## src/g6d_pkg.sv

```systemverilog
`timescale 1ns / 1ps
// shared types and constants for the graph6 stream decoder
// no dependencies; imported by every other file of the block but g6d_fifo

package g6d_pkg;

	// fixed width of the count and edge result fields
	localparam int CNT_W = 36;

	// adjacency bits carried by one body byte
	localparam int BITS_PER_BYTE = 6;

	// printable graph6 range and header escape
	localparam logic [7:0] BYTE_BIAS  = 8'd63;
	localparam logic [7:0] BYTE_TILDE = 8'd126;
	localparam logic [7:0] BYTE_SPACE = 8'd32;
	localparam logic [7:0] BYTE_TAB   = 8'd9;
	localparam logic [7:0] BYTE_CR    = 8'd13;

	// header groups left after the escape bytes (short form: after its first group too)
	localparam logic [2:0] SHORT_LEFT = 3'd2;
	localparam logic [2:0] LONG_LEFT  = 3'd6;

	// result kinds
	localparam logic [1:0] KIND_COUNT = 2'd0;
	localparam logic [1:0] KIND_EDGE  = 2'd1;
	localparam logic [1:0] KIND_BAD   = 2'd2;

	// work codes passed from front to back
	localparam logic [1:0] OP_HEADER = 2'd0;
	localparam logic [1:0] OP_BODY   = 2'd1;
	localparam logic [1:0] OP_BAD    = 2'd2;

	typedef struct packed {
		logic [1:0]       op;
		logic [CNT_W-1:0] value;
	} cmd_t;

	typedef struct packed {
		logic [1:0]       kind;
		logic [CNT_W-1:0] vertex_count;
		logic [CNT_W-1:0] edge_row;
		logic [CNT_W-1:0] edge_column;
		logic             last;
	} res_t;

endpackage

```

## src/g6d_fifo.sv

```systemverilog
`timescale 1ns / 1ps
// small flop-based first-in first-out queue, generic width and depth
// no dependencies

module g6d_fifo #(
	parameter int WIDTH = 8,
	parameter int DEPTH = 2
) (
	input  logic             clk,
	input  logic             arst_n,
	input  logic             push,
	input  logic [WIDTH-1:0] wr_data,
	output logic             full,
	input  logic             pop,
	output logic [WIDTH-1:0] rd_data,
	output logic             empty
);

	localparam int PTR_W = (DEPTH > 1) ? $clog2(DEPTH) : 1;
	localparam int LVL_W = $clog2(DEPTH + 1);

	logic [WIDTH-1:0] mem_q [DEPTH];
	logic [PTR_W-1:0] wr_ptr_q;
	logic [PTR_W-1:0] rd_ptr_q;
	logic [LVL_W-1:0] level_q;
	logic             push_ok;
	logic             pop_ok;

	assign full    = (level_q == LVL_W'(DEPTH));
	assign empty   = (level_q == '0);
	assign push_ok = push & ~full;
	assign pop_ok  = pop & ~empty;
	assign rd_data = mem_q[rd_ptr_q];

	always_ff @(posedge clk or negedge arst_n) begin
		if (!arst_n) begin
			wr_ptr_q <= '0;
			rd_ptr_q <= '0;
			level_q  <= '0;
		end else begin
			if (push_ok) begin
				wr_ptr_q <= (wr_ptr_q == PTR_W'(DEPTH - 1)) ? '0 : wr_ptr_q + PTR_W'(1);
			end
			if (pop_ok) begin
				rd_ptr_q <= (rd_ptr_q == PTR_W'(DEPTH - 1)) ? '0 : rd_ptr_q + PTR_W'(1);
			end
			if (push_ok && !pop_ok) begin
				level_q <= level_q + LVL_W'(1);
			end else if (pop_ok && !push_ok) begin
				level_q <= level_q - LVL_W'(1);
			end
		end
	end

	always_ff @(posedge clk) begin
		if (push_ok) begin
			mem_q[wr_ptr_q] <= wr_data;
		end
	end

endmodule

```

## src/g6d_front.sv

```systemverilog
`timescale 1ns / 1ps
// front end: takes stream bytes, drops whitespace, flags bad bytes,
// decodes the vertex-count header, forwards body bytes; depends on g6d_pkg

module g6d_front #(
	parameter int VERTEX_BITS = 36
) (
	input  logic          clk,
	input  logic          arst_n,
	input  logic          push,
	output logic          full,
	input  logic [7:0]    byte_value,
	input  logic          start_graph,
	output g6d_pkg::cmd_t cmd,
	output logic          cmd_push,
	input  logic          cmd_full
);

	import g6d_pkg::*;

	localparam logic [2:0] PH_FIRST       = 3'd0;
	localparam logic [2:0] PH_AFTER_TILDE = 3'd1;
	localparam logic [2:0] PH_MID         = 3'd2;
	localparam logic [2:0] PH_LONG        = 3'd3;
	localparam logic [2:0] PH_BODY        = 3'd4;

	localparam logic [CNT_W-1:0] VMAX = {CNT_W{1'b1}} >> (CNT_W - VERTEX_BITS);

	logic [2:0]       phase_q, phase_e, phase_d;
	logic [2:0]       left_q, left_e, left_d, left_dec;
	logic [CNT_W-1:0] acc_q, acc_e, acc_d, acc_shift, acc_sat;
	logic             accept;
	logic             is_ws;
	logic             is_bad;
	logic [5:0]       v;

	function automatic logic [CNT_W-1:0] sat_count(input logic [CNT_W-1:0] n);
		sat_count = ((n >> VERTEX_BITS) != '0) ? VMAX : n;
	endfunction

	assign full   = cmd_full;
	assign accept = push & ~cmd_full;

	always_comb begin
		// start of a new graph wipes the header state before this byte
		phase_e   = start_graph ? PH_FIRST : phase_q;
		left_e    = start_graph ? 3'd0 : left_q;
		acc_e     = start_graph ? '0 : acc_q;
		is_ws     = (byte_value == BYTE_SPACE) ||
		            ((byte_value >= BYTE_TAB) && (byte_value <= BYTE_CR));
		is_bad    = (byte_value < BYTE_BIAS) || (byte_value > BYTE_TILDE);
		v         = 6'(byte_value - BYTE_BIAS);
		acc_shift = {acc_e[CNT_W-7:0], v};
		acc_sat   = sat_count(acc_shift);
		left_dec  = (left_e != 3'd0) ? left_e - 3'd1 : 3'd0;

		phase_d   = phase_e;
		left_d    = left_e;
		acc_d     = acc_e;
		cmd_push  = 1'b0;
		cmd.op    = OP_BAD;
		cmd.value = '0;

		if (accept && !is_ws) begin
			if (is_bad) begin
				cmd_push = 1'b1;
			end else begin
				case (phase_e)
					PH_FIRST: begin
						if (byte_value == BYTE_TILDE) begin
							phase_d = PH_AFTER_TILDE;
						end else begin
							phase_d   = PH_BODY;
							acc_d     = sat_count(CNT_W'(v));
							cmd_push  = 1'b1;
							cmd.op    = OP_HEADER;
							cmd.value = sat_count(CNT_W'(v));
						end
					end
					PH_AFTER_TILDE: begin
						if (byte_value == BYTE_TILDE) begin
							phase_d = PH_LONG;
							left_d  = LONG_LEFT;
							acc_d   = '0;
						end else begin
							phase_d = PH_MID;
							left_d  = SHORT_LEFT;
							acc_d   = CNT_W'(v);
						end
					end
					PH_MID, PH_LONG: begin
						acc_d  = acc_shift;
						left_d = left_dec;
						if (left_dec == 3'd0) begin
							phase_d   = PH_BODY;
							acc_d     = acc_sat;
							cmd_push  = 1'b1;
							cmd.op    = OP_HEADER;
							cmd.value = acc_sat;
						end
					end
					PH_BODY: begin
						cmd_push  = 1'b1;
						cmd.op    = OP_BODY;
						cmd.value = CNT_W'(v);
					end
					default: begin
						phase_d = PH_FIRST;
						left_d  = 3'd0;
						acc_d   = '0;
					end
				endcase
			end
		end
	end

	always_ff @(posedge clk or negedge arst_n) begin
		if (!arst_n) begin
			phase_q <= PH_FIRST;
			left_q  <= 3'd0;
			acc_q   <= '0;
		end else if (accept) begin
			phase_q <= phase_d;
			left_q  <= left_d;
			acc_q   <= acc_d;
		end
	end

endmodule

```

## src/g6d_back.sv

```systemverilog
`timescale 1ns / 1ps
// back end: turns queued work into results, walks six adjacency bits
// of a body byte one per cycle while the result queue has room; depends on g6d_pkg

module g6d_back #(
	parameter int VERTEX_BITS = 36
) (
	input  logic          clk,
	input  logic          arst_n,
	input  g6d_pkg::cmd_t cmd,
	input  logic          cmd_empty,
	output logic          cmd_pop,
	output g6d_pkg::res_t res,
	output logic          res_push,
	input  logic          res_full
);

	import g6d_pkg::*;

	localparam int         VB        = VERTEX_BITS;
	localparam int         VBP       = VERTEX_BITS + 1;
	localparam logic [2:0] LAST_STEP = 3'(BITS_PER_BYTE - 1);
	localparam logic [2:0] SAT6      = 3'(BITS_PER_BYTE);

	logic          busy_q;
	logic [2:0]    step_q;
	logic [5:0]    bits_q;
	logic [VB-1:0] row_q, col_q, total_q;

	logic          active;
	logic [1:0]    op;
	logic [5:0]    cur_bits;
	logic [2:0]    cur_step;
	logic          col_ok;
	logic [VB-1:0] span;
	logic [VBP-1:0] col_p1, col_p2;
	logic          next_ok, next2_ok;
	logic [2:0]    span_sat, col1_sat;
	logic [4:0]    reach;
	logic [4:0]    win;
	logic          later;
	logic          emit;
	logic          need_push;
	logic          go;

	always_comb begin
		active   = busy_q | ~cmd_empty;
		op       = busy_q ? OP_BODY : cmd.op;
		cur_bits = busy_q ? bits_q : cmd.value[5:0];
		cur_step = busy_q ? step_q : 3'd0;

		// walk position is live while the column is below the vertex count
		col_ok   = (col_q < total_q);
		span     = col_q - row_q;
		col_p1   = {1'b0, col_q} + VBP'(1);
		col_p2   = {1'b0, col_q} + VBP'(2);
		next_ok  = (col_p1 < {1'b0, total_q});
		next2_ok = (col_p2 < {1'b0, total_q});
		span_sat = (span >= VB'(BITS_PER_BYTE)) ? SAT6 : span[2:0];
		col1_sat = (col_p1 >= VBP'(BITS_PER_BYTE)) ? SAT6 : col_p1[2:0];

		// live steps left from here, each term capped at one byte worth
		reach = {2'b0, span_sat} +
		        (next_ok ? ({2'b0, col1_sat} + (next2_ok ? 5'(BITS_PER_BYTE) : 5'd0))
		                 : 5'd0);
		for (int o = 1; o < BITS_PER_BYTE; o++) begin
			win[BITS_PER_BYTE - 1 - o] = (5'(o) < reach);
		end
		later = |(cur_bits[4:0] & win);

		emit      = (op == OP_BODY) && col_ok && cur_bits[5];
		need_push = (op == OP_HEADER) || (op == OP_BAD) || emit;
		go        = active && (!need_push || !res_full);
		cmd_pop   = go & ~busy_q;
		res_push  = go & need_push;

		res.kind         = KIND_BAD;
		res.vertex_count = '0;
		res.edge_row     = '0;
		res.edge_column  = '0;
		res.last         = 1'b1;
		case (op)
			OP_HEADER: begin
				res.kind         = KIND_COUNT;
				res.vertex_count = cmd.value;
			end
			OP_BODY: begin
				res.kind        = KIND_EDGE;
				res.edge_row    = CNT_W'(row_q);
				res.edge_column = CNT_W'(col_q);
				res.last        = ~later;
			end
			default: begin
				res.kind = KIND_BAD;
			end
		endcase
	end

	always_ff @(posedge clk or negedge arst_n) begin
		if (!arst_n) begin
			busy_q  <= 1'b0;
			step_q  <= 3'd0;
			row_q   <= '0;
			col_q   <= VB'(1);
			total_q <= '0;
		end else if (go) begin
			case (op)
				OP_HEADER: begin
					total_q <= cmd.value[VB-1:0];
					row_q   <= '0;
					col_q   <= VB'(1);
				end
				OP_BODY: begin
					if (col_ok) begin
						if (span == VB'(1)) begin
							row_q <= '0;
							col_q <= col_q + VB'(1);
						end else begin
							row_q <= row_q + VB'(1);
						end
					end
					busy_q <= (cur_step != LAST_STEP);
					step_q <= cur_step + 3'd1;
				end
				default: begin
					busy_q <= 1'b0;
				end
			endcase
		end
	end

	always_ff @(posedge clk) begin
		if (go && op == OP_BODY) begin
			bits_q <= {cur_bits[4:0], 1'b0};
		end
	end

endmodule

```

## src/graph6_stream_decoder_core.sv

```systemverilog
`timescale 1ns / 1ps
// graph6 stream decoder, top level; depends on g6d_pkg, g6d_fifo,
// g6d_front and g6d_back
// a taken word passes through the work queue and then the result queue before
// its first result shows on the outputs
// the front end takes a new word while the work queue has room, before the back
// end is through with the last; a body word is walked one adjacency bit per step
// reset: arst_n clears both queues, header state and walk counters at once

module graph6_stream_decoder_core #(
	parameter int VERTEX_BITS = 36,
	parameter int CMD_DEPTH   = 4,
	parameter int RES_DEPTH   = 2
) (
	input  logic        clk,
	input  logic        arst_n,
	// input side, queue style
	input  logic        push,
	output logic        full,
	input  logic [7:0]  byte_value,
	input  logic        start_graph,
	// result side, queue style
	output logic        empty,
	input  logic        pop,
	output logic [1:0]  result_kind,
	output logic [35:0] vertex_count,
	output logic [35:0] edge_row,
	output logic [35:0] edge_column,
	output logic        last_of_run
);

	import g6d_pkg::*;

	// front end to work queue
	cmd_t cmd_in;
	cmd_t cmd_out;
	logic cmd_push;
	logic cmd_full;
	logic cmd_pop;
	logic cmd_empty;

	// back end to result queue
	res_t res_in;
	res_t res_out;
	logic res_push;
	logic res_full;

	// front: classifies each word and decodes the header, one word a cycle while the work queue has room
	g6d_front #(
		.VERTEX_BITS(VERTEX_BITS)
	) u_front (
		.clk        (clk),
		.arst_n     (arst_n),
		.push       (push),
		.full       (full),
		.byte_value (byte_value),
		.start_graph(start_graph),
		.cmd        (cmd_in),
		.cmd_push   (cmd_push),
		.cmd_full   (cmd_full)
	);

	// work queue decouples header handling from the slower body walk
	g6d_fifo #(
		.WIDTH($bits(cmd_t)),
		.DEPTH(CMD_DEPTH)
	) u_cmd_fifo (
		.clk    (clk),
		.arst_n (arst_n),
		.push   (cmd_push),
		.wr_data(cmd_in),
		.full   (cmd_full),
		.pop    (cmd_pop),
		.rd_data(cmd_out),
		.empty  (cmd_empty)
	);

	// back: one result per cycle at most, edges walked in column order
	g6d_back #(
		.VERTEX_BITS(VERTEX_BITS)
	) u_back (
		.clk      (clk),
		.arst_n   (arst_n),
		.cmd      (cmd_out),
		.cmd_empty(cmd_empty),
		.cmd_pop  (cmd_pop),
		.res      (res_in),
		.res_push (res_push),
		.res_full (res_full)
	);

	// result queue lets the back end run on while the consumer stalls, until it fills
	g6d_fifo #(
		.WIDTH($bits(res_t)),
		.DEPTH(RES_DEPTH)
	) u_res_fifo (
		.clk    (clk),
		.arst_n (arst_n),
		.push   (res_push),
		.wr_data(res_in),
		.full   (res_full),
		.pop    (pop),
		.rd_data(res_out),
		.empty  (empty)
	);

	assign result_kind  = res_out.kind;
	assign vertex_count = res_out.vertex_count;
	assign edge_row     = res_out.edge_row;
	assign edge_column  = res_out.edge_column;
	assign last_of_run  = res_out.last;

endmodule

```

## config.mk

```make
export PLATFORM = sky130hd
export DESIGN_NAME = graph6_stream_decoder_core
export DESIGN_NICKNAME = d
export VERILOG_FILES = /design/src/g6d_pkg.sv /design/src/g6d_fifo.sv /design/src/g6d_front.sv /design/src/g6d_back.sv /design/src/graph6_stream_decoder_core.sv
export SDC_FILE = /design/constraint.sdc
export NUM_CORES = 1
export LEC_CHECK = 0
export BUFFER_PORTS_ARGS = -buffer_cell sky130_fd_sc_hd__buf_2
export CAP_MARGIN = 15
export CELL_PAD_IN_SITES_DETAIL_PLACEMENT = 0
export CELL_PAD_IN_SITES_GLOBAL_PLACEMENT = 2
export CORE_ASPECT_RATIO = 0.7
export CORE_MARGIN = 5
export CORE_UTILIZATION = 46
export CTS_CLUSTER_DIAMETER = 60
export DETAILED_ROUTE_END_ITERATION = 16
export GPL_ROUTABILITY_DRIVEN = 1
export PLACE_DENSITY_LB_ADDON = 0.1
export RECOVER_POWER = 50
export SYNTH_ARGS = -nofsm -noshare
export SYNTH_HDL_FRONTEND = slang
export SYNTH_SLANG_ARGS = --single-unit
```

## constraint.sdc

```tcl
create_clock -name clk -period 32.6 [get_ports clk]
set_clock_uncertainty 0.2 [all_clocks]
set_input_delay 6.52 -clock clk [delete_from_list [all_inputs] [get_ports clk]]
set_output_delay 6.52 -clock clk [all_outputs]
set_load 0.01 [all_outputs]
```

Yosys cells after proc, flatten, opt, wreduce, memory -nomap -nowiden:

Memories as Yosys holds them, arrays and structs flattened.
Cells that the tools add are included.

* add/subtract/negate cells: 18
* $lt $le $gt $ge: 14
* equal/unequal tests: 16
* multiplexer cells: 58
* bitwise gates (word level): 16
* reductions and logical operators: 39

Operators by type and width (count)
* 2-to-1 mux 36 bit: 9
* 2-to-1 mux 38 bit: 4
* one-hot mux 36 bit (2 select lines): 2
* one-hot mux 36 bit (4 select lines): 1
* one-hot mux 38 bit (3 select lines): 1
* less-than comparator 37 x 36 -> 1 bit: 2
* 2-to-1 mux 73 bit: 1
* adder 36 x 1 -> 36 bit, second input constant: 2
* 2-to-1 mux 3 bit: 16
* adder 36 x 1 -> 37 bit, second input constant: 1
* adder 36 x 2 -> 37 bit, second input constant: 1
* >= comparator 37 x 3 -> 1 bit, second input constant: 1
* equality test 36 x 1 -> 1 bit, second input constant: 1
* >= comparator 36 x 3 -> 1 bit, second input constant: 1
* less-than comparator 36 bit: 1
* subtractor 36 bit: 1
* 2-to-1 mux 6 bit: 2
* one-hot mux 3 bit (4 select lines): 1
* 2-to-1 mux 1 bit: 11
* adder 3 x 5 -> 5 bit: 2
* logical AND 1 bit: 10
* less-than comparator 2 x 5 -> 1 bit, first input constant: 2
* less-than comparator 3 x 5 -> 1 bit, first input constant: 2
* 2-to-1 mux 2 bit: 5
* other kinds (41): 81

* register bits after elaboration: 170
* RAM bits: 374
* bits of input ports: 13
* output and inout bits: 113
* logic and storage cells: 178
* memories kept: 2

Memories
* u_res_fifo.mem_q: words 2, bits a word 111, read ports 1, clocked after memory_dff 0, wr ports 1, RTL line g6d_fifo.sv:22 `logic [WIDTH-1:0] mem_q [DEPTH];`
* u_cmd_fifo.mem_q: words 4, bits a word 38, read ports 1, clocked after memory_dff 0, wr ports 1, RTL line g6d_fifo.sv:22

Depth between registers and ports, before layout:

Gate-level depths: netlist of run 1.
An unclocked memory read counts as a cell.

* depth in word-level cells: 15
* mapped depth: 28
* gate-level depth less buffers: 26

By module:

Synthesis of run 1 repeated with hierarchy kept, for this count alone.

* cell total of the unflattened synthesis: 2421
* area, all modules: 28713.8 µm²

By module, submodules not included
* g6d_back: times used 1, cells each 1594, area an instance 12444.4 µm², seq. area each 2954.1 µm²
* g6d_fifo (u_res_fifo): times used 1, cells each 364, area an instance 8225.4 µm², seq. area each 6766.5 µm²
* g6d_fifo (u_cmd_fifo): times used 1, cells each 236, area an instance 5918.2 µm², seq. area each 4739.5 µm²
* g6d_front: times used 1, cells each 227, area an instance 2125.8 µm², seq. area each 900.9 µm²

Worst setup path after synthesis of run 1:

No wires, ideal clock.

* path kind: register to register
* start: register u_back.col_q[15]
* end: memory u_res_fifo.mem_q[0][0] (netlist name), enable pin
* setup time: 718 ps
* arrival time: 9798 ps
* required time: 31682 ps
* setup slack: 21884 ps
* cell stages (with the launch flop): 9
* buffers on the path: 0
* clock period less this slack: 10716 ps
* cell sequence: dfrtp_1 > ha_1 > a21oi_1 > o21ai_0 > a221o_1 > a2111oi_1 > nand2_1 > o21a_1 > nor3_1

* word-level cells in the longest chain between the ends: 11

RTL lines
* start: declaration: RTL line g6d_back.sv:28 `logic [VB-1:0] row_q, col_q, total_q;`
* start signal: assignment: RTL line g6d_back.sv:117 `col_q <= col_q + VB'(1);`
* less-than comparator 36 bit (*): RTL line g6d_back.sv:53 `col_ok = (col_q < total_q);`
* logical AND 1 bit (*) (2 in a row): RTL line g6d_back.sv:71 `emit = (op == OP_BODY) && col_ok && cur_bits[5];`
* logical OR 1 bit (*): RTL line g6d_back.sv:72 `need_push = (op == OP_HEADER) || (op == OP_BAD) || emit;`
* zero test 1 bit: RTL line g6d_back.sv:73 `go = active && (!need_push || !res_full);`
* logical OR 1 bit: RTL line g6d_back.sv:73
* logical AND 1 bit: RTL line g6d_back.sv:73
* AND 1 bit (*): RTL line g6d_back.sv:75 `res_push = go & need_push;`
* AND 1 bit (*): RTL line g6d_fifo.sv:31 `assign push_ok = push & ~full;`
* 2-to-1 mux 1 bit (*): RTL line g6d_fifo.sv:56 `if (push_ok) begin`
* 2-to-1 mux 1 bit (implied by the code) (*): RTL line g6d_fifo.sv:57 `mem_q[wr_ptr_q] <= wr_data;`
* end: declaration: RTL line g6d_fifo.sv:22

Every way passes the cells marked *; elsewhere a longest branch is shown, timed or not.

Worst setup path after layout of run 1:

* start: register u_cmd_fifo.rd_ptr_q[0]
* end: memory u_res_fifo.mem_q[1][67] (netlist name), enable pin

* word-level cells in the longest chain between the ends: 13
* elaborated cells between the ends (all ways): 17
* classes of those cells: 2 x eq/ne; 4 x mux; 2 x bitwise; 8 x reduce/logical; 1 x memory

RTL lines
* start: declaration: RTL line g6d_fifo.sv:24 `logic [PTR_W-1:0] rd_ptr_q;`
* start signal: assignment: RTL line g6d_fifo.sv:45 `rd_ptr_q <= (rd_ptr_q == PTR_W'(DEPTH - 1)) ? '0 : rd_ptr_q + PTR_W'(1);`
* memory (4 x 38 bit) (*)
* 2-to-1 mux 2 bit: RTL line g6d_back.sv:48 `op = busy_q ? OP_BODY : cmd.op;`
* equality test 2 x 1 -> 1 bit: RTL line g6d_back.sv:71
* logical AND 1 bit (2 in a row): RTL line g6d_back.sv:71
* logical OR 1 bit (*): RTL line g6d_back.sv:72
* zero test 1 bit: RTL line g6d_back.sv:73
* logical OR 1 bit: RTL line g6d_back.sv:73
* logical AND 1 bit: RTL line g6d_back.sv:73
* AND 1 bit (*): RTL line g6d_back.sv:75
* AND 1 bit (*): RTL line g6d_fifo.sv:31
* via u_res_fifo.push_ok: RTL line g6d_fifo.sv:26 `logic push_ok;`
* 2-to-1 mux 1 bit (*): RTL line g6d_fifo.sv:56
* 2-to-1 mux 1 bit (implied by the code) (*): RTL line g6d_fifo.sv:57

Mark *: on every way through the listed nets, which the timed path passes. The rest lies on a longest branch.

==> impl_metrics.ini, run 1 <==
[clock_network]
clk_pin_slew_ns = 0.06
cts_made_buffers = 54
cts.hold.buffers_added = 0
insertion_delay_ns = 0.61
clockRootBuffer = sky130_fd_sc_hd__clkbuf_16
cts.repair_timing.setup_buffer_count = 0
postCtsResizedCells = 0
tritoncts_clock_tree = built
cts.sink_count = 538
cts_max_level = 2
cts.path.max_buffers = 3

[critical_path]
worst_r2r_startpoint = u_cmd_fifo.rd_ptr_q[0]
critPathSlowestCell = sky130_fd_sc_hd__and2_0
worstSetupStartpointType = flip-flop
crit_top_cell = sky130_fd_sc_hd__clkbuf_1
worst_r2r_path_depth = 8
cp_cell_sequence = clkbuf_1 > mux4_2 > nand2b_1 > nand2_1 > o21a_1 > nor2_1 > and2_0 > clkbuf_1
setup.reg_to_reg.worst_slack_ns = 21.70
timing.critical_path.max_delay_family = buffers and inverters
critPathBufInv = 2
critical_path_required_ns = 32.54
start_to_end_type_of_the_worst_setup_path = reg -> reg
timing.critical_path.to_type = flip-flop
crit_fanout = 56
crit_path_max_incr_delay_ns = 2.88
regToRegEndpoint = u_res_fifo.mem_q[1][67]
crit_arrival_ns = 10.85

[grt]
vias_in_the_first_global_route = 19506
wire_length_of_the_first_global_routing_pass_mm = 121
grt_start_max_net_pins = 70
gr-total-overflow = 0
groute.usage.overall = 0.227
antenna_found_initial = 0

[routing]
drt_pre_antenna_iters = 5
routed_via_density = 5.72
detail_route.wirelength_mm = 78.1
detail_route.drc_violations = 0
detail_route.iter0.violations = 1448
antenna_left = 0
wire_per_inst_um = 22.3
routed-via-count = 20064

[timing]
fmax_mhz = 91.7
period_needed_ns = 10.90
number_of_hold_violations_in_the_final_report = 0
final_worst_path_cycle_share = 0.334
max-slew-margin-rel = -1.67
totalNegativeSetupSlack_ns = 0
tightest_slew_ns = 4.01
max_slew_vio_count = 550
rsz0062_at_grt = false
setup_viol = 0
setup_ws_ns = 21.70

[place]
port_buffers = 125
hpwlAfterDp_mm = 57.4
gp_congestion = 0.905
dpl_worst_slack_ns = 23.10

[logic_synthesis]
yosys_warnings = 0
synth_top_flop_cell = sky130_fd_sc_hd__edfxtp_1
synth_enable_flop_cells = 379
mapped_avg_cell_area_um2 = 11.5
synthesis.nets = 2715
synthArstFlopShare = 0.296
synth_cells = 2535
synth-seq-cells = 538
synthesis.area_um2 = 29100
synth_cell_types = 89
fraction_of_the_yosys_area_taken_by_sequential_cells = 0.528

[outcome]
outcome = complete, but fails checks
violated_checks = capacitance limit, slew limit

[cells_and_area]
final_core_util = 0.512
layout.cells.most_common = sky130_fd_sc_hd__edfxtp_1
syn_to_final_growth_pct = 10.8
most-common-layout-cells = 379 x sky130_fd_sc_hd__edfxtp_1, 239 x sky130_fd_sc_hd__nand2_1, 194 x sky130_fd_sc_hd__nor2_1, 163 x sky130_fd_sc_hd__ha_1, 157 x sky130_fd_sc_hd__dfrtp_1
layout.nets = 2809
drive_gt1_frac = 0.159

[power_and_ir_drop]
leakagePower_nw = 12.9
power.density_nw_per_um2 = 93.0
max-vdd-ir-drop_uv = 80.7

[flow_run]
max-cap-violations = 10

[worst_hold_path]
timing.hold.worst.start = u_res_fifo.wr_ptr_q
worst_hold_path.num_cells = 1
hold_end = u_res_fifo.wr_ptr_q
holdCritPathClass = reg -> reg

[floorplan]
floorplan.die_area_um2 = 68400
io-pin-count = 126
fp-row-count = 77
floorplan.die.height_um = 220
core_area_um2 = 62900
starting_density_of_the_core = 0.462
dieWidth_um = 311
==> sequential cells by signal, summed over array words and instances (netlist names), 3 cells and up <==
name                count
u_res_fifo.mem_q      222
u_cmd_fifo.mem_q      152
u_back.col_q           36
u_back.row_q           36
u_back.total_q         36
u_front.acc_q          30
u_back.bits_q           5
u_back.step_q           3
u_cmd_fifo.level_q      3
u_front.left_q          3
u_front.phase_q         3
==> layer usage <==
| metal | GRT usage | part of all wire | vias to the layer above |
|---|---|---|---|
| met2 | 0.314 | 0.40 | 525 |
| li1 | - | - | 9475 |
| met3 | 0.0462 | 0.064 | 83 |
| met1 | 0.368 | 0.52 | 9981 |
| met4 | 0.0449 | 0.018 | 0 |
| met5 | 0 | 0 | - |
==> power breakdown <==
group / internal, W / switching, W / total, W
registers: 0.00104 / 0.0000774 / 0.00111
clock network: 0.000366 / 0.000267 / 0.000634
logic: 0.000463 / 0.000787 / 0.00125
total: 0.00187 / 0.00113 / 0.00300
==> area by class of cell <==
| cell class | count | area, µm² |
|---|---|---|
| multi-input cells | 1744 | 12700 |
| inverters | 137 | 514 |
| diodes | 2 | 5.00 |
| clock buffers | 79 | 1560 |
| fillers | 5605 | 30700 |
| repair buffers | 154 | 806 |
| clock inverters | 22 | 287 |
| flip-flops and latches | 538 | 15400 |
| well taps | 829 | 1040 |
==> worst max path at each step <==
stage / start / to / slack, ns / depth (start not counted)
floorplan: u_back.col_q[15] / u_res_fifo.mem_q[0][0] / 21.88 / 8
CTS: u_res_fifo.rd_ptr_q / edge_row[31] / 22.86 / 3
global placement: start_graph / u_cmd_fifo.level_q[2] / 23.17 / 13
detailed placement: start_graph / u_cmd_fifo.level_q[2] / 23.10 / 13
finish: u_cmd_fifo.rd_ptr_q[0] / u_res_fifo.mem_q[1][67] / 21.70 / 8
global route: u_cmd_fifo.rd_ptr_q[0] / u_res_fifo.mem_q[1][67] / 20.34 / 8
==> per-stage QoR <==
stage	total power, W	cells	hold slack [ns]	area, µm²
global route	0.00321	3503	0.305	32200
floorplan	0.00199	2535	0.254	29100
global placement	0.00236	3401	0.283	30500
detailed placement	0.00238	3401	0.277	30500
finish	0.00300	3505	0.288	32200
CTS	0.00303	3502	0.297	32300
==> synth_stat cells (14+ instances only) <==
master | number | area (µm²)
sky130_fd_sc_hd__a21oi_1 | 89 | 445
sky130_fd_sc_hd__xor2_1 | 21 | 184
sky130_fd_sc_hd__edfxtp_1 | 379 | 11400
sky130_fd_sc_hd__a21o_1 | 45 | 338
sky130_fd_sc_hd__nor4_1 | 27 | 169
sky130_fd_sc_hd__inv_1 | 136 | 510
sky130_fd_sc_hd__clkbuf_1 | 83 | 312
sky130_fd_sc_hd__and3_1 | 22 | 138
sky130_fd_sc_hd__mux4_2 | 38 | 856
sky130_fd_sc_hd__mux2_2 | 121 | 1360
sky130_fd_sc_hd__nor3_1 | 52 | 260
sky130_fd_sc_hd__and4_1 | 17 | 149
sky130_fd_sc_hd__nand2_1 | 239 | 897
sky130_fd_sc_hd__dfrtp_1 | 158 | 3950
sky130_fd_sc_hd__or3_1 | 14 | 87.6
sky130_fd_sc_hd__o21ai_0 | 128 | 641
sky130_fd_sc_hd__and2_1 | 87 | 544
sky130_fd_sc_hd__nand2b_1 | 20 | 125
sky130_fd_sc_hd__nand3_1 | 67 | 335
sky130_fd_sc_hd__xnor2_1 | 102 | 893
sky130_fd_sc_hd__buf_2 | 14 | 70.1
sky130_fd_sc_hd__nor2b_1 | 17 | 106
sky130_fd_sc_hd__a22oi_1 | 22 | 165
sky130_fd_sc_hd__ha_1 | 163 | 2040
sky130_fd_sc_hd__nor2_1 | 195 | 732
sky130_fd_sc_hd__nand4_1 | 45 | 282
sky130_fd_sc_hd__o2bb2ai_2 | 17 | 255
==> logic make-up after synthesis <==
logic type,synth area share
simple gates,0.144
flops,0.528
compound gates,0.104
buf+inv,0.0356
fa+ha+maj,0.0729
mux,0.0780
xor+xnor,0.0370
No activity file was read; power rests on OpenSTA's default activity.
==> inputs of run 2 (changes only) <==
--- a/config.mk
+++ b/config.mk
@@ -11,7 +11,7 @@
 export CELL_PAD_IN_SITES_GLOBAL_PLACEMENT = 2
 export CORE_ASPECT_RATIO = 0.7
 export CORE_MARGIN = 5
-export CORE_UTILIZATION = 46
+export CORE_UTILIZATION = 39
 export CTS_CLUSTER_DIAMETER = 60
 export DETAILED_ROUTE_END_ITERATION = 16
 export GPL_ROUTABILITY_DRIVEN = 1
==> constraint.sdc (replaced) <==
create_clock -name clk -period 9.3 [get_ports clk]
set_clock_uncertainty 0.2 [all_clocks]
set_input_delay 1.86 -clock clk [delete_from_list [all_inputs] [get_ports clk]]
set_output_delay 1.86 -clock clk [all_outputs]
set_load 0.01 [all_outputs]
==> run 2 against run 1 <==
Effect of this change:
- the flow still finishes with violations (capacitance limit, slew limit)
- sequential power increased to 3.5 times the previous value
- utilization shrank 7.1 points
- clock power increased to 3.5 times the previous value
- final cell count rose by 4.4%
- critical path type unchanged
==> impl_metrics.ini, run 2 (synthesis gave the netlist of run 1 again) <==
[grt]
gr-total-overflow = 0
wire_length_of_the_first_global_routing_pass_mm = 133
grt_start_max_net_pins = 71
groute.usage.overall = 0.220
vias_in_the_first_global_route = 20032
antenna_found_initial = 3

[timing]
final_worst_path_cycle_share = 0.787
setup_ws_ns = 1.98
max_slew_vio_count = 275
number_of_hold_violations_in_the_final_report = 0
max-slew-margin-rel = -1.54
totalNegativeSetupSlack_ns = 0
rsz0062_at_grt = false
setup_viol = 0
tightest_slew_ns = 3.81
fmax_mhz = 137
period_needed_ns = 7.32

[floorplan]
floorplan.die.height_um = 238
io-pin-count = 126
dieWidth_um = 336
core_area_um2 = 73600
fp-row-count = 83
floorplan.die_area_um2 = 80200
starting_density_of_the_core = 0.395

[place]
port_buffers = 125
dpl_worst_slack_ns = 2.13
gp_congestion = 0.914
hpwlAfterDp_mm = 65.1

[cells_and_area]
multi_input_area_um2 = 12700
fill_cells = 6798
registers.top_by_ff_count = u_res_fifo.mem_q
layout.cells.most_common = sky130_fd_sc_hd__edfxtp_1
drive_gt1_frac = 0.162
layout.nets = 2814
register_area_um2 = 15400
largest_reg_flops = 222
largest_registers = u_res_fifo.mem_q: 222 flops, u_cmd_fifo.mem_q: 152 flops
syn_to_final_growth_pct = 11.8
most-common-layout-cells = 379 x sky130_fd_sc_hd__edfxtp_1, 238 x sky130_fd_sc_hd__nand2_1, 194 x sky130_fd_sc_hd__nor2_1, 163 x sky130_fd_sc_hd__ha_1, 156 x sky130_fd_sc_hd__dfrtp_1

[routing]
detail_route.wirelength_mm = 88.8
detail_route.iter0.violations = 1654
detail_route.drc_violations = 0
drt_pre_antenna_iters = 5
antenna_left = 0
routed-via-count = 20401
routed_via_density = 5.57
wire_per_inst_um = 24.3

[outcome]
outcome = complete, but fails checks
violated_checks = capacitance limit, slew limit

[power_and_ir_drop]
max-vdd-ir-drop_uv = 326
power.density_nw_per_um2 = 329
pwr-share-clk = 0.210
net_sw_frac = 0.391
sequentialPowerShare = 0.357
p_sw_w = 0.00418
leakagePower_nw = 12.9
combinationalPowerShare = 0.433
power_report.internal_total_w = 0.00652

[clock_network]
cts_max_level = 2
clk_pin_slew_ns = 0.06
tritoncts_clock_tree = built
cts.path.max_buffers = 3
cts_made_buffers = 57
cts.repair_timing.setup_buffer_count = 0
insertion_delay_ns = 0.62
clockRootBuffer = sky130_fd_sc_hd__clkbuf_16
cts.sink_count = 538
cts.hold.buffers_added = 0
postCtsResizedCells = 0

[critical_path]
worstSetupStartpointType = flip-flop
crit_arrival_ns = 7.47
critical_path_required_ns = 9.45
timing.critical_path.to_type = flip-flop
crit_fanout = 17
start_to_end_type_of_the_worst_setup_path = reg -> reg

[flow_run]
max-cap-violations = 6

[worst_hold_path]
holdCritPathClass = reg -> reg
run 2: cell type report:
type / count / area share
multi-input cells: 1744 / 0.392
clock inverters: 36 / 0.00966
diodes: 2 / 0.000154
clock buffers: 70 / 0.0470
inverters: 137 / 0.0158
flip-flops and latches: 538 / 0.473
well taps: 977 / 0.0376
repair buffers: 156 / 0.0253
run 2: routing by layer:
| metal | track usage | wire, µm | vias to the layer above |
|---|---|---|---|
| met1 | 0.355 | 46400 | 10230 |
| met4 | 0.0304 | 1050 | 0 |
| met5 | 0 | 0 | - |
| met3 | 0.0482 | 5740 | 80 |
| li1 | - | - | 9514 |
| met2 | 0.305 | 35600 | 577 |
run 2: worst max-delay path, cell delays in order, from the launching register on:
cell and delay [ns]:
sky130_fd_sc_hd__dfstp_2 0.78, sky130_fd_sc_hd__inv_1 0.35, sky130_fd_sc_hd__ha_1 0.32, sky130_fd_sc_hd__inv_1 0.07, sky130_fd_sc_hd__fa_1 0.24, sky130_fd_sc_hd__nand3_1 0.14, sky130_fd_sc_hd__a21oi_1 0.40, sky130_fd_sc_hd__nor2_1 0.12
sky130_fd_sc_hd__xnor2_1 0.19, sky130_fd_sc_hd__or4_1 0.51, sky130_fd_sc_hd__a2111oi_0 0.51, sky130_fd_sc_hd__nand4_1 0.17, sky130_fd_sc_hd__nor4b_1 0.98, sky130_fd_sc_hd__nand2_1 0.26, sky130_fd_sc_hd__a211oi_1 0.40, sky130_fd_sc_hd__ha_1 0.23
sky130_fd_sc_hd__inv_1 0.06, sky130_fd_sc_hd__fa_1 0.39, sky130_fd_sc_hd__xor2_1 0.16, sky130_fd_sc_hd__a31oi_1 0.14, sky130_fd_sc_hd__nor3_1 0.07, sky130_fd_sc_hd__a221o_1 0.33
run 2: final timing paths:
check / from / end / slack, ns / depth (start not counted)
min in group asynchronous: arst_n / u_cmd_fifo.wr_ptr_q[1] / 1.91 / 1
max reg2reg: u_back.col_q[0] / u_res_fifo.mem_q[0][0] / 1.98 / 21
max in group asynchronous: arst_n / u_back.row_q[20] / 2.53 / 2
min: u_front.acc_q[27] / u_front.acc_q[27] / 0.30 / 1
max: u_back.col_q[0] / u_res_fifo.mem_q[0][0] / 1.98 / 21
min reg2reg: u_front.acc_q[27] / u_front.acc_q[27] / 0.30 / 1
run 2: metrics by stage:
step	power (W)	util	std cells	hold WS, ns	instance area (µm²)
floorplan	0.00693	-	2535	0.254	29100
global placement	0.00850	0.417	3549	0.278	30700
detailed placement	0.00856	0.417	3549	0.276	30700
CTS	0.0109	0.442	3655	0.296	32500
global route	0.0114	0.441	3658	0.325	32500
finish	0.0107	0.441	3660	0.298	32500
run 2: power groups by stage:
stage / sequential, W / combinational, W / clock, W
after detailed placement: 0.00388 / 0.00468 / 0
after CTS: 0.00383 / 0.00470 / 0.00231
after global placement: 0.00385 / 0.00466 / 0
final: 0.00383 / 0.00463 / 0.00225
after floorplan: 0.00382 / 0.00311 / 0
after global routing: 0.00390 / 0.00508 / 0.00243
